[src/design/afrc_pkg.sv]
`default_nettype none

package afrc_pkg;

    localparam logic [7:0]  CRC_POLY       = 8'h31;
    localparam logic [7:0]  CRC_INIT       = 8'hFF;
    localparam logic [8:0]  FRAME_OVERHEAD = 9'd5;
    localparam logic [15:0] SILENCE_MAX    = 16'hFFFF;

    localparam logic [7:0]  ADDR_RESET     = 8'd1;
    localparam logic [15:0] GAP_RESET      = 16'd35;
    localparam logic [15:0] BREAK_RESET    = 16'd1000;

    localparam logic [1:0] REG_DEVICE_ADDRESS = 2'd0;
    localparam logic [1:0] REG_GAP_TICKS      = 2'd1;
    localparam logic [1:0] REG_BREAK_TICKS    = 2'd2;

    localparam logic OP_BYTE = 1'b0;
    localparam logic OP_TICK = 1'b1;

    localparam logic [1:0] ST_BUSY    = 2'd0;
    localparam logic [1:0] ST_CRC_OK  = 2'd1;
    localparam logic [1:0] ST_CRC_ERR = 2'd2;
    localparam logic [1:0] ST_ABORT   = 2'd3;

    typedef struct packed {
        logic       opcode;
        logic [7:0] rx_byte;
    } t_item;

    typedef struct packed {
        logic [7:0] frame_byte;
        logic [8:0] byte_index;
        logic       last;
        logic [1:0] status;
    } t_result;

    function automatic logic [7:0] crc8_update(input logic [7:0] crc, input logic [7:0] b);
        logic [7:0] c;
        c = crc ^ b;
        for (int k = 0; k < 8; k++) begin
            if (c[7]) begin
                c = {c[6:0], 1'b0} ^ CRC_POLY;
            end else begin
                c = {c[6:0], 1'b0};
            end
        end
        return c;
    endfunction

endpackage

`default_nettype wire

[src/design/afrc_in_reg.sv]
`default_nettype none

module afrc_in_reg (
    input  wire                  i_clk,
    input  wire                  i_rst_n,
    input  wire                  i_valid,
    output logic                 o_ready,
    input  afrc_pkg::t_item      i_item,
    output logic                 o_valid,
    input  wire                  i_take,
    output afrc_pkg::t_item      o_item
);

    logic            r_valid;
    afrc_pkg::t_item r_item;

    assign o_ready = !r_valid || i_take;
    assign o_valid = r_valid;
    assign o_item  = r_item;

    always_ff @(posedge i_clk) begin
        if (!i_rst_n) begin
            r_valid <= 1'b0;
        end else if (o_ready) begin
            r_valid <= i_valid;
        end
    end

    always_ff @(posedge i_clk) begin
        if (o_ready && i_valid) begin
            r_item <= i_item;
        end
    end

endmodule

`default_nettype wire

[src/design/afrc_core.sv]
`default_nettype none

module afrc_core (
    input  wire                  i_clk,
    input  wire                  i_rst_n,
    input  wire                  i_cfg_we,
    input  wire  [1:0]           i_cfg_index,
    input  wire  [15:0]          i_cfg_data,
    input  wire                  i_fire,
    input  afrc_pkg::t_item      i_item,
    output logic                 o_res_valid,
    output afrc_pkg::t_result    o_res
);

    logic [7:0]  r_dev_addr;
    logic [15:0] r_gap_ticks;
    logic [15:0] r_break_ticks;

    logic        r_gap_seen,  n_gap_seen;
    logic        r_in_frame,  n_in_frame;
    logic [8:0]  r_byte_cnt,  n_byte_cnt;
    logic [8:0]  r_exp_cnt,   n_exp_cnt;
    logic [7:0]  r_crc,       n_crc;
    logic [15:0] r_silence,   n_silence;

    logic [7:0]  b;
    logic [7:0]  crc_next;
    logic [15:0] sil_inc;

    always_ff @(posedge i_clk) begin
        if (!i_rst_n) begin
            r_dev_addr    <= afrc_pkg::ADDR_RESET;
            r_gap_ticks   <= afrc_pkg::GAP_RESET;
            r_break_ticks <= afrc_pkg::BREAK_RESET;
        end else if (i_cfg_we) begin
            case (i_cfg_index)
                afrc_pkg::REG_DEVICE_ADDRESS: r_dev_addr    <= i_cfg_data[7:0];
                afrc_pkg::REG_GAP_TICKS:      r_gap_ticks   <= i_cfg_data;
                afrc_pkg::REG_BREAK_TICKS:    r_break_ticks <= i_cfg_data;
                default: ;
            endcase
        end
    end

    assign b        = i_item.rx_byte;
    assign crc_next = afrc_pkg::crc8_update(r_in_frame ? r_crc : afrc_pkg::CRC_INIT, b);
    assign sil_inc  = (r_silence == afrc_pkg::SILENCE_MAX) ? r_silence : r_silence + 16'd1;

    always_comb begin
        n_gap_seen  = r_gap_seen;
        n_in_frame  = r_in_frame;
        n_byte_cnt  = r_byte_cnt;
        n_exp_cnt   = r_exp_cnt;
        n_crc       = r_crc;
        n_silence   = r_silence;
        o_res_valid = 1'b0;
        o_res       = '{frame_byte: b, byte_index: r_byte_cnt, last: 1'b0,
                        status: afrc_pkg::ST_BUSY};

        if (i_item.opcode == afrc_pkg::OP_TICK) begin
            n_silence = sil_inc;
            if (!r_in_frame) begin
                if (sil_inc >= r_gap_ticks) begin
                    n_gap_seen = 1'b1;
                end
            end else if (sil_inc >= r_break_ticks) begin
                o_res_valid = 1'b1;
                o_res       = '{frame_byte: 8'd0, byte_index: r_byte_cnt, last: 1'b1,
                                status: afrc_pkg::ST_ABORT};
                n_in_frame  = 1'b0;
                n_byte_cnt  = '0;
                n_exp_cnt   = '0;
                n_crc       = afrc_pkg::CRC_INIT;
                n_gap_seen  = (sil_inc >= r_gap_ticks);
            end
        end else begin
            n_silence = '0;
            if (!r_in_frame) begin
                if (r_gap_seen && b == r_dev_addr) begin
                    n_gap_seen  = 1'b0;
                    n_in_frame  = 1'b1;
                    n_byte_cnt  = 9'd1;
                    n_exp_cnt   = '0;
                    n_crc       = crc_next;
                    o_res_valid = 1'b1;
                    o_res.byte_index = '0;
                end else if (b != 8'd0) begin
                    n_gap_seen = 1'b0;
                end
            end else begin
                n_gap_seen  = 1'b0;
                o_res_valid = 1'b1;
                if (r_byte_cnt == 9'd3) begin
                    n_exp_cnt = {1'b0, b} + afrc_pkg::FRAME_OVERHEAD;
                end
                if (r_byte_cnt >= 9'd4 && r_byte_cnt + 9'd1 == r_exp_cnt) begin
                    o_res.last   = 1'b1;
                    o_res.status = (b == r_crc) ? afrc_pkg::ST_CRC_OK : afrc_pkg::ST_CRC_ERR;
                    n_in_frame   = 1'b0;
                    n_byte_cnt   = '0;
                    n_exp_cnt    = '0;
                    n_crc        = afrc_pkg::CRC_INIT;
                end else begin
                    n_crc      = crc_next;
                    n_byte_cnt = r_byte_cnt + 9'd1;
                end
            end
        end

        if (!i_fire) begin
            o_res_valid = 1'b0;
        end
    end

    always_ff @(posedge i_clk) begin
        if (!i_rst_n) begin
            r_gap_seen <= 1'b0;
            r_in_frame <= 1'b0;
            r_byte_cnt <= '0;
            r_exp_cnt  <= '0;
            r_crc      <= afrc_pkg::CRC_INIT;
            r_silence  <= '0;
        end else if (i_fire) begin
            r_gap_seen <= n_gap_seen;
            r_in_frame <= n_in_frame;
            r_byte_cnt <= n_byte_cnt;
            r_exp_cnt  <= n_exp_cnt;
            r_crc      <= n_crc;
            r_silence  <= n_silence;
        end
    end

endmodule

`default_nettype wire

[src/design/afrc_out_reg.sv]
`default_nettype none

module afrc_out_reg (
    input  wire                  i_clk,
    input  wire                  i_rst_n,
    input  wire                  i_valid,
    output logic                 o_ready,
    input  afrc_pkg::t_result    i_res,
    output logic                 o_valid,
    input  wire                  i_ready,
    output afrc_pkg::t_result    o_res
);

    logic              r_valid;
    afrc_pkg::t_result r_res;

    assign o_ready = !r_valid || i_ready;
    assign o_valid = r_valid;
    assign o_res   = r_res;

    always_ff @(posedge i_clk) begin
        if (!i_rst_n) begin
            r_valid <= 1'b0;
        end else if (o_ready) begin
            r_valid <= i_valid;
        end
    end

    always_ff @(posedge i_clk) begin
        if (o_ready && i_valid) begin
            r_res <= i_res;
        end
    end

endmodule

`default_nettype wire

[src/design/addressed_frame_receiver_crc8.sv]
// addressed frame receiver with crc-8 check
//
// slave stream: one transfer per received byte or time tick; tuser = 0 marks a
// byte in tdata, tuser = 1 marks one tick of line silence (tdata ignored).
// master stream: one transfer per accepted frame byte or abort report; tdata
// carries the byte and its index in the frame, tuser the status (in progress,
// crc ok, crc error, aborted), tlast marks the final byte or an abort.
// config port: write enable, index (0 address, 1 gap ticks, 2 break ticks) and
// data; writes take effect on the next cycle and are meant for idle periods.
//
// throughput is one transfer per cycle while the master side accepts; each item
// goes through an input register, the state update and crc step, and an output
// register, from which the master side takes its result.
// reset (synchronous, active low) clears the frame state, silence count and
// both stage registers, and loads the register defaults. when the master side
// stalls the output register holds its result and the input side keeps
// taking transfers until both stage registers are full.
`default_nettype none

module addressed_frame_receiver_crc8 (
    input  wire         i_clk,
    input  wire         i_rst_n,
    input  wire         i_s_tvalid,
    output logic        o_s_tready,
    input  wire  [7:0]  i_s_tdata,   // rx_byte
    input  wire         i_s_tuser,   // opcode
    output logic        o_m_tvalid,
    input  wire         i_m_tready,
    output logic [23:0] o_m_tdata,   // frame_byte [7:0], byte_index [16:8], zero fill
    output logic        o_m_tlast,   // last
    output logic [1:0]  o_m_tuser,   // status
    input  wire         i_cfg_we,
    input  wire  [1:0]  i_cfg_index,
    input  wire  [15:0] i_cfg_data
);

    afrc_pkg::t_item   s_item;
    afrc_pkg::t_item   core_item;
    afrc_pkg::t_result core_res;
    afrc_pkg::t_result out_res;
    logic              core_valid;
    logic              core_fire;
    logic              res_valid;
    logic              out_ready;

    assign s_item    = '{opcode: i_s_tuser, rx_byte: i_s_tdata};
    assign core_fire = core_valid && out_ready;

    afrc_in_reg u_in_reg (
        .i_clk   (i_clk),
        .i_rst_n (i_rst_n),
        .i_valid (i_s_tvalid),
        .o_ready (o_s_tready),
        .i_item  (s_item),
        .o_valid (core_valid),
        .i_take  (core_fire),
        .o_item  (core_item)
    );

    afrc_core u_core (
        .i_clk       (i_clk),
        .i_rst_n     (i_rst_n),
        .i_cfg_we    (i_cfg_we),
        .i_cfg_index (i_cfg_index),
        .i_cfg_data  (i_cfg_data),
        .i_fire      (core_fire),
        .i_item      (core_item),
        .o_res_valid (res_valid),
        .o_res       (core_res)
    );

    afrc_out_reg u_out_reg (
        .i_clk   (i_clk),
        .i_rst_n (i_rst_n),
        .i_valid (res_valid),
        .o_ready (out_ready),
        .i_res   (core_res),
        .o_valid (o_m_tvalid),
        .i_ready (i_m_tready),
        .o_res   (out_res)
    );

    assign o_m_tdata = {7'd0, out_res.byte_index, out_res.frame_byte};
    assign o_m_tlast = out_res.last;
    assign o_m_tuser = out_res.status;

endmodule

`default_nettype wire

[config.mk]
export PLATFORM = sky130hd
export DESIGN_NAME = addressed_frame_receiver_crc8
export DESIGN_NICKNAME = d
export VERILOG_FILES = /design/src/design/afrc_pkg.sv /design/src/design/afrc_in_reg.sv /design/src/design/afrc_core.sv /design/src/design/afrc_out_reg.sv /design/src/design/addressed_frame_receiver_crc8.sv
export SDC_FILE = /design/constraint.sdc
export NUM_CORES = 1
export LEC_CHECK = 0
export ABC_AREA = 1
export ABC_CLOCK_PERIOD_IN_PS = 12000
export BUFFER_PORTS_ARGS = -buffer_cell sky130_fd_sc_hd__buf_2
export CORE_ASPECT_RATIO = 1.1
export CORE_MARGIN = 3
export CORE_UTILIZATION = 45
export DETAILED_ROUTE_END_ITERATION = 16
export SETUP_SLACK_MARGIN = 0.5
export SYNTH_ARGS = -nofsm -noshare
export SYNTH_HDL_FRONTEND = slang
export SYNTH_HIERARCHICAL = 1
export SYNTH_SLANG_ARGS = --single-unit
export TNS_END_PERCENT = 5
[constraint.sdc]
create_clock -name i_clk -period 12 [get_ports i_clk]
set_clock_uncertainty 0.2 [all_clocks]
set_input_delay 1.8 -clock i_clk [delete_from_list [all_inputs] [get_ports i_clk]]
set_output_delay 1.8 -clock i_clk [all_outputs]
set_load 0.05 [all_outputs]
==> flow_summary.html <==
<table>
<tr><th>Metric</th><th>Value</th></tr>
<tr><th colspan="2">Setup path</th></tr>
<tr><td>Reg-to-reg slack, setup</td><td>7.16 ns</td></tr>
<tr><td>Worst EP required</td><td>11.89 ns</td></tr>
<tr><td>Worst reg2reg path startpoint</td><td>u_core/r_silence[0]</td></tr>
<tr><td>Arr. time, crit path</td><td>4.73 ns</td></tr>
<tr><td>Type of the worst setup path</td><td>flip-flop to flip-flop</td></tr>
<tr><td>Startpoint class of the critical path</td><td>flip-flop</td></tr>
<tr><td>Reg2Reg Capture Point</td><td>u_out_reg/o_res[0]</td></tr>
<tr><td>Highest net fanout along the worst path</td><td>25</td></tr>
<tr><td>Number of cells on the worst reg-to-reg path</td><td>21</td></tr>
<tr><td>CP endpoint kind</td><td>flip-flop</td></tr>
<tr><th colspan="2">Run</th></tr>
<tr><td>Maxcap violations</td><td>0</td></tr>
<tr><th colspan="2">Finish</th></tr>
<tr><td>Leading cell type in the layout, fill and taps excluded</td><td>nand2_1</td></tr>
<tr><td>Filler-free cell count of the finished design</td><td>1151</td></tr>
<tr><td>Final net count</td><td>1019</td></tr>
<tr><td>Reg area</td><td>0.00259 mm²</td></tr>
<tr><td>Synth-to-layout area growth</td><td>14.3%</td></tr>
<tr><td>Number of antenna repair diodes</td><td>0</td></tr>
<tr><td>Most frequent cells in the layout</td><td>nand2_1 (197), inv_1 (115), a21oi_1 (88), dfxtp_1 (86), nor2_1 (71)</td></tr>
<tr><td>Fill cell count</td><td>approximately 1400</td></tr>
<tr><td>Area of combinational cells with multiple inputs</td><td>~0.0034 mm²</td></tr>
<tr><td>Fraction of layout cells with a size suffix above 1</td><td>0.135</td></tr>
<tr><th colspan="2">CTS</th></tr>
<tr><td>Number of buffers added to fix hold violations after cts</td><td>0</td></tr>
<tr><td>TritonCTS clock tree</td><td>yes</td></tr>
<tr><td>Number of clock sinks</td><td>115</td></tr>
<tr><td>Cts bufs inserted</td><td>17</td></tr>
<tr><td>Post-CTS setup repair buffer count</td><td>0</td></tr>
<tr><td>CTS Root Buffer Type</td><td>clkbuf_16</td></tr>
<tr><td>H-Tree Level Count</td><td>4</td></tr>
<tr><td>Clock insertion delay at the later pin of the skew report</td><td>about 0.42 ns</td></tr>
<tr><td>Buffer depth of the longest clock path</td><td>2</td></tr>
<tr><td>Clk pin slew, worst setup/hold paths</td><td>roughly 0.06 ns</td></tr>
<tr><td>Gates resized, CTS repair</td><td>0</td></tr>
<tr><th colspan="2">Min path</th></tr>
<tr><td>Number of instances on the worst hold path</td><td>2</td></tr>
<tr><td>Class of the tightest hold or removal check</td><td>flip-flop to flip-flop</td></tr>
<tr><td>Hold path start</td><td>u_core/r_gap_ticks[9]</td></tr>
<tr><td>Min-Delay Endpoint</td><td>u_core/r_gap_ticks[9]</td></tr>
<tr><th colspan="2">STA</th></tr>
<tr><td>Slew at the pin closest to its max-slew limit</td><td>1.22 ns</td></tr>
<tr><td>Final Max Slew Viols</td><td>0</td></tr>
<tr><td>Period utilisation layout</td><td>0.403</td></tr>
<tr><td>Final setup violating endpoints</td><td>0</td></tr>
<tr><td>Final-report hold violation count</td><td>0</td></tr>
<tr><td>RSZ-0062 raised after global routing</td><td>false</td></tr>
<tr><td>Min Clock Period, post-route</td><td>4.84 ns</td></tr>
<tr><td>Headroom to the max-slew limit</td><td>0.184</td></tr>
<tr><td>Post-Route Setup TNS</td><td>0 ns</td></tr>
<tr><td>Maximum clock frequency</td><td>207 MHz</td></tr>
<tr><th colspan="2">Logic synthesis</th></tr>
<tr><td>Top cell type by total area after synthesis</td><td>dfxtp_1</td></tr>
<tr><td>Share of synthesized area spent on multiplexers</td><td>0</td></tr>
<tr><td>Synth top area share</td><td>0.259</td></tr>
<tr><td>Fraction of the mapped netlist area in adder cells</td><td>0.0697</td></tr>
<tr><td>Number of flip-flops and latches in the synthesized netlist</td><td>115</td></tr>
<tr><td>Warning count from the yosys run</td><td>6</td></tr>
<tr><td>Post-synthesis cell count</td><td>904</td></tr>
<tr><td>Compound-Gate Fraction of Synth Area</td><td>0.141</td></tr>
<tr><td>Simple-gate portion of the synthesized area</td><td>0.252</td></tr>
<tr><td>Post-synthesis average cell area</td><td>7.34 µm²</td></tr>
<tr><td>Top cells by area, synth</td><td>dfxtp_1 (26%), edfxtp_1 (13%), nand2_1 (11%)</td></tr>
<tr><td>Fraction of the yosys area taken by sequential cells</td><td>0.391</td></tr>
<tr><td>Parity-gate share of the synthesized area counting xor and xnor cells</td><td>0.0449</td></tr>
<tr><td>Dominant combinational cell family by area after synthesis</td><td>simple AND/OR/NAND/NOR gates</td></tr>
<tr><td>Number of distinct library cells after synthesis</td><td>42</td></tr>
<tr><td>Synthesized cell area</td><td>approximately 0.0066 mm²</td></tr>
<tr><th colspan="2">Drt</th></tr>
<tr><td>Vias after detailed routing</td><td>between 5000 and 6000</td></tr>
<tr><td>Number of violations reported at the end of detailed-routing iteration 0</td><td>between 300 and 400</td></tr>
<tr><td>DRT Wirelength</td><td>15800 µm</td></tr>
<tr><td>Post-DR wirelength/cell</td><td>13.7 µm</td></tr>
<tr><td>Iteration count of the initial detailed-routing pass</td><td>5</td></tr>
<tr><td>Vias per std cell</td><td>5.02</td></tr>
<tr><td>Remaining routing DRC violations</td><td>0</td></tr>
<tr><td>Antenna-violating nets left</td><td>0</td></tr>
<tr><th colspan="2">Placed design</th></tr>
<tr><td>Total placed cells including tap cells</td><td>1119</td></tr>
<tr><td>Count of input and output buffers</td><td>53</td></tr>
<tr><td>HPWL after detailed placement</td><td>between 10000 and 15000 µm</td></tr>
<tr><td>Final estimated routing congestion in global placement</td><td>between 0.8 and 0.9</td></tr>
<tr><th colspan="2">Global routing</th></tr>
<tr><td>All-Layer GR Usage</td><td>0.205</td></tr>
<tr><td>First-pass GRT wire length</td><td>26400 µm</td></tr>
<tr><td>Largest net degree at the start of global routing</td><td>61</td></tr>
<tr><td>Met1 Use GR</td><td>0.256</td></tr>
<tr><td>Via count of the first global-routing pass</td><td>5415</td></tr>
<tr><td>Grt met3 use</td><td>0.0450</td></tr>
<tr><td>Initial antenna violation count</td><td>0</td></tr>
<tr><td>GRT Residual Overflow</td><td>0</td></tr>
<tr><td>Met2 Resource Use GR</td><td>0.349</td></tr>
<tr><td>Highest-utilization routing layer at the global route stage</td><td>met2</td></tr>
<tr><th colspan="2">Pwr</th></tr>
<tr><td>Power density over cell area</td><td>134 mW/mm²</td></tr>
<tr><td>Peak supply drop</td><td>~0.10 mV</td></tr>
<tr><td>Leak</td><td>3.33 nW</td></tr>
<tr><th colspan="2">Floorplanning</th></tr>
<tr><td>Count of pins on the block boundary</td><td>61</td></tr>
<tr><td>Row count</td><td>45</td></tr>
<tr><td>Chip Width</td><td>122 µm</td></tr>
<tr><td>Die Outline Area</td><td>0.0162 mm²</td></tr>
<tr><td>Die height</td><td>about 130 µm</td></tr>
<tr><td>Starting utilization of the core area</td><td>0.470</td></tr>
<tr><td>Core Area</td><td>0.0141 mm²</td></tr>
<tr><th colspan="2">Run status</th></tr>
<tr><td>Run status</td><td>finished, final reports clean</td></tr>
</table>
-- kinds of logic after synthesis --
kind of cell | after synthesis
simple gates | 379
compound gates | 171
buf+inv | 167
flops | 115
fa+ha+maj | 37
xor+xnor | 34
other cells | 1
-- worst max-delay path by stage --
stage / from / end / slack [ns] / depth (start not counted)
after CTS: u_core/r_silence[0] / u_out_reg/o_res[0] / 7.18 / 21
final: u_core/r_silence[0] / u_out_reg/o_res[0] / 7.16 / 21
after detailed placement: i_m_tready / u_out_reg/o_res[0] / 7.17 / 12
after floorplan: u_core/r_silence[0] / u_out_reg/o_res[0] / 7.43 / 21
after global routing: u_core/r_silence[0] / u_out_reg/o_res[2] / 6.73 / 23
after global placement: i_m_tready / u_out_reg/o_res[0] / 7.25 / 12
-- sequential cells by signal (all words and copies together) (netlist names), 8 cells and up --
signal	count
u_core/r_silence	16
u_core/r_exp_cnt	9
u_core/r_crc	8
u_out_reg/o_res	20
u_in_reg/o_item	9
u_core/r_dev_addr	8
u_core/r_byte_cnt	9
u_core/r_break_ticks	16
u_core/r_gap_ticks	16
-- Yosys cell counts --
| master | count |
|---|---|
| or2_1 | 2 |
| and3_1 | 1 |
| o211ai_1 | 12 |
| xnor2_1 | 9 |
| o21a_1 | 5 |
| nand2_1 | 197 |
| buf_1 | 2 |
| a21oi_2 | 2 |
| a2bb2oi_1 | 1 |
| nand4_4 | 1 |
| clkbuf_1 | 19 |
| ha_1 | 37 |
| xor2_1 | 25 |
| or2_2 | 2 |
| nand3_1 | 42 |
| nand4_1 | 22 |
| a31oi_1 | 2 |
| a21oi_1 | 89 |
| nor2_1 | 71 |
| inv_2 | 14 |
| nor3_1 | 17 |
| nand3_2 | 1 |
| edfxtp_1 | 29 |
| nand2_2 | 11 |
| nor4_1 | 1 |
| nand3b_1 | 1 |
| o2111ai_1 | 1 |
| dfxtp_1 | 86 |
| buf_6 | 1 |
| o211a_1 | 1 |
| nor2_4 | 3 |
| o22ai_1 | 2 |
| nand3_4 | 1 |
| conb_1 | 1 |
| buf_4 | 9 |
| nor2_2 | 6 |
| a21oi_4 | 1 |
| clkinv_1 | 3 |
| inv_1 | 115 |
| o21ai_0 | 49 |
| buf_2 | 4 |
| o21ai_1 | 6 |
-- worst max-delay path: stages, from the launching register on --
cell     delay [ns]
dfxtp_1        0.40
ha_1           0.20
nand2_1        0.06
nor3_1         0.27
nand2_1        0.12
nor2_1         0.14
nand2_1        0.12
nor2_1         0.18
a21oi_1        0.10
xor2_1         0.20
ha_1           0.32
nand2_1        0.06
nor3_1         0.32
nand3_1        0.15
nand3_1        0.15
nand2_1        0.06
nand2_1        0.26
nand2_2        0.35
inv_2          0.30
inv_1          0.12
a21oi_2        0.11
buf_4          0.30
-- metrics by stage --
| step | power (mW) | hold WS, ns | setup slack (ns) | instance area (µm²) | utilization |
|---|---|---|---|---|---|
| 2_1_floorplan | 0.507 | 0.235 | 7.43 | 6660 | - |
| 3_3_place_gp | 0.532 | 0.251 | 7.25 | 7010 | 0.496 |
| 3_5_place_dp | 0.533 | 0.254 | 7.17 | 7010 | 0.496 |
| 4_1_cts | 1.02 | 0.264 | 7.18 | 7590 | 0.537 |
| 5_1_grt | 1.06 | 0.282 | 6.73 | 7590 | 0.537 |
| 6_report | 1.01 | 0.260 | 7.16 | 7590 | 0.537 |
-- cell type report --
cell class	instances	area share
Inverter	132	0.0653
Timing Repair Buffer	56	0.0379
Sequential cell	115	0.342
Tap cell	188	0.0310
Clock inverter	14	0.0170
Multi-Input combinational cell	628	0.448
Clock buffer	18	0.0594
-- where the power goes --
part | total [mW] | switching [mW] | internal [mW]
Combinational | 0.104 | 0.0705 | 0.0336
Sequential | 0.421 | 0.0105 | 0.410
Clock | 0.488 | 0.191 | 0.298
Total | 1.01 | 0.272 | 0.742
-- routing by layer --
layer,part of all wire,up-vias
met3,0.042,18
met4,0.015,0
li1,-,3048
met5,0,-
met1,0.45,2601
met2,0.50,108
Note: power is estimated with default switching activity, not from simulation.
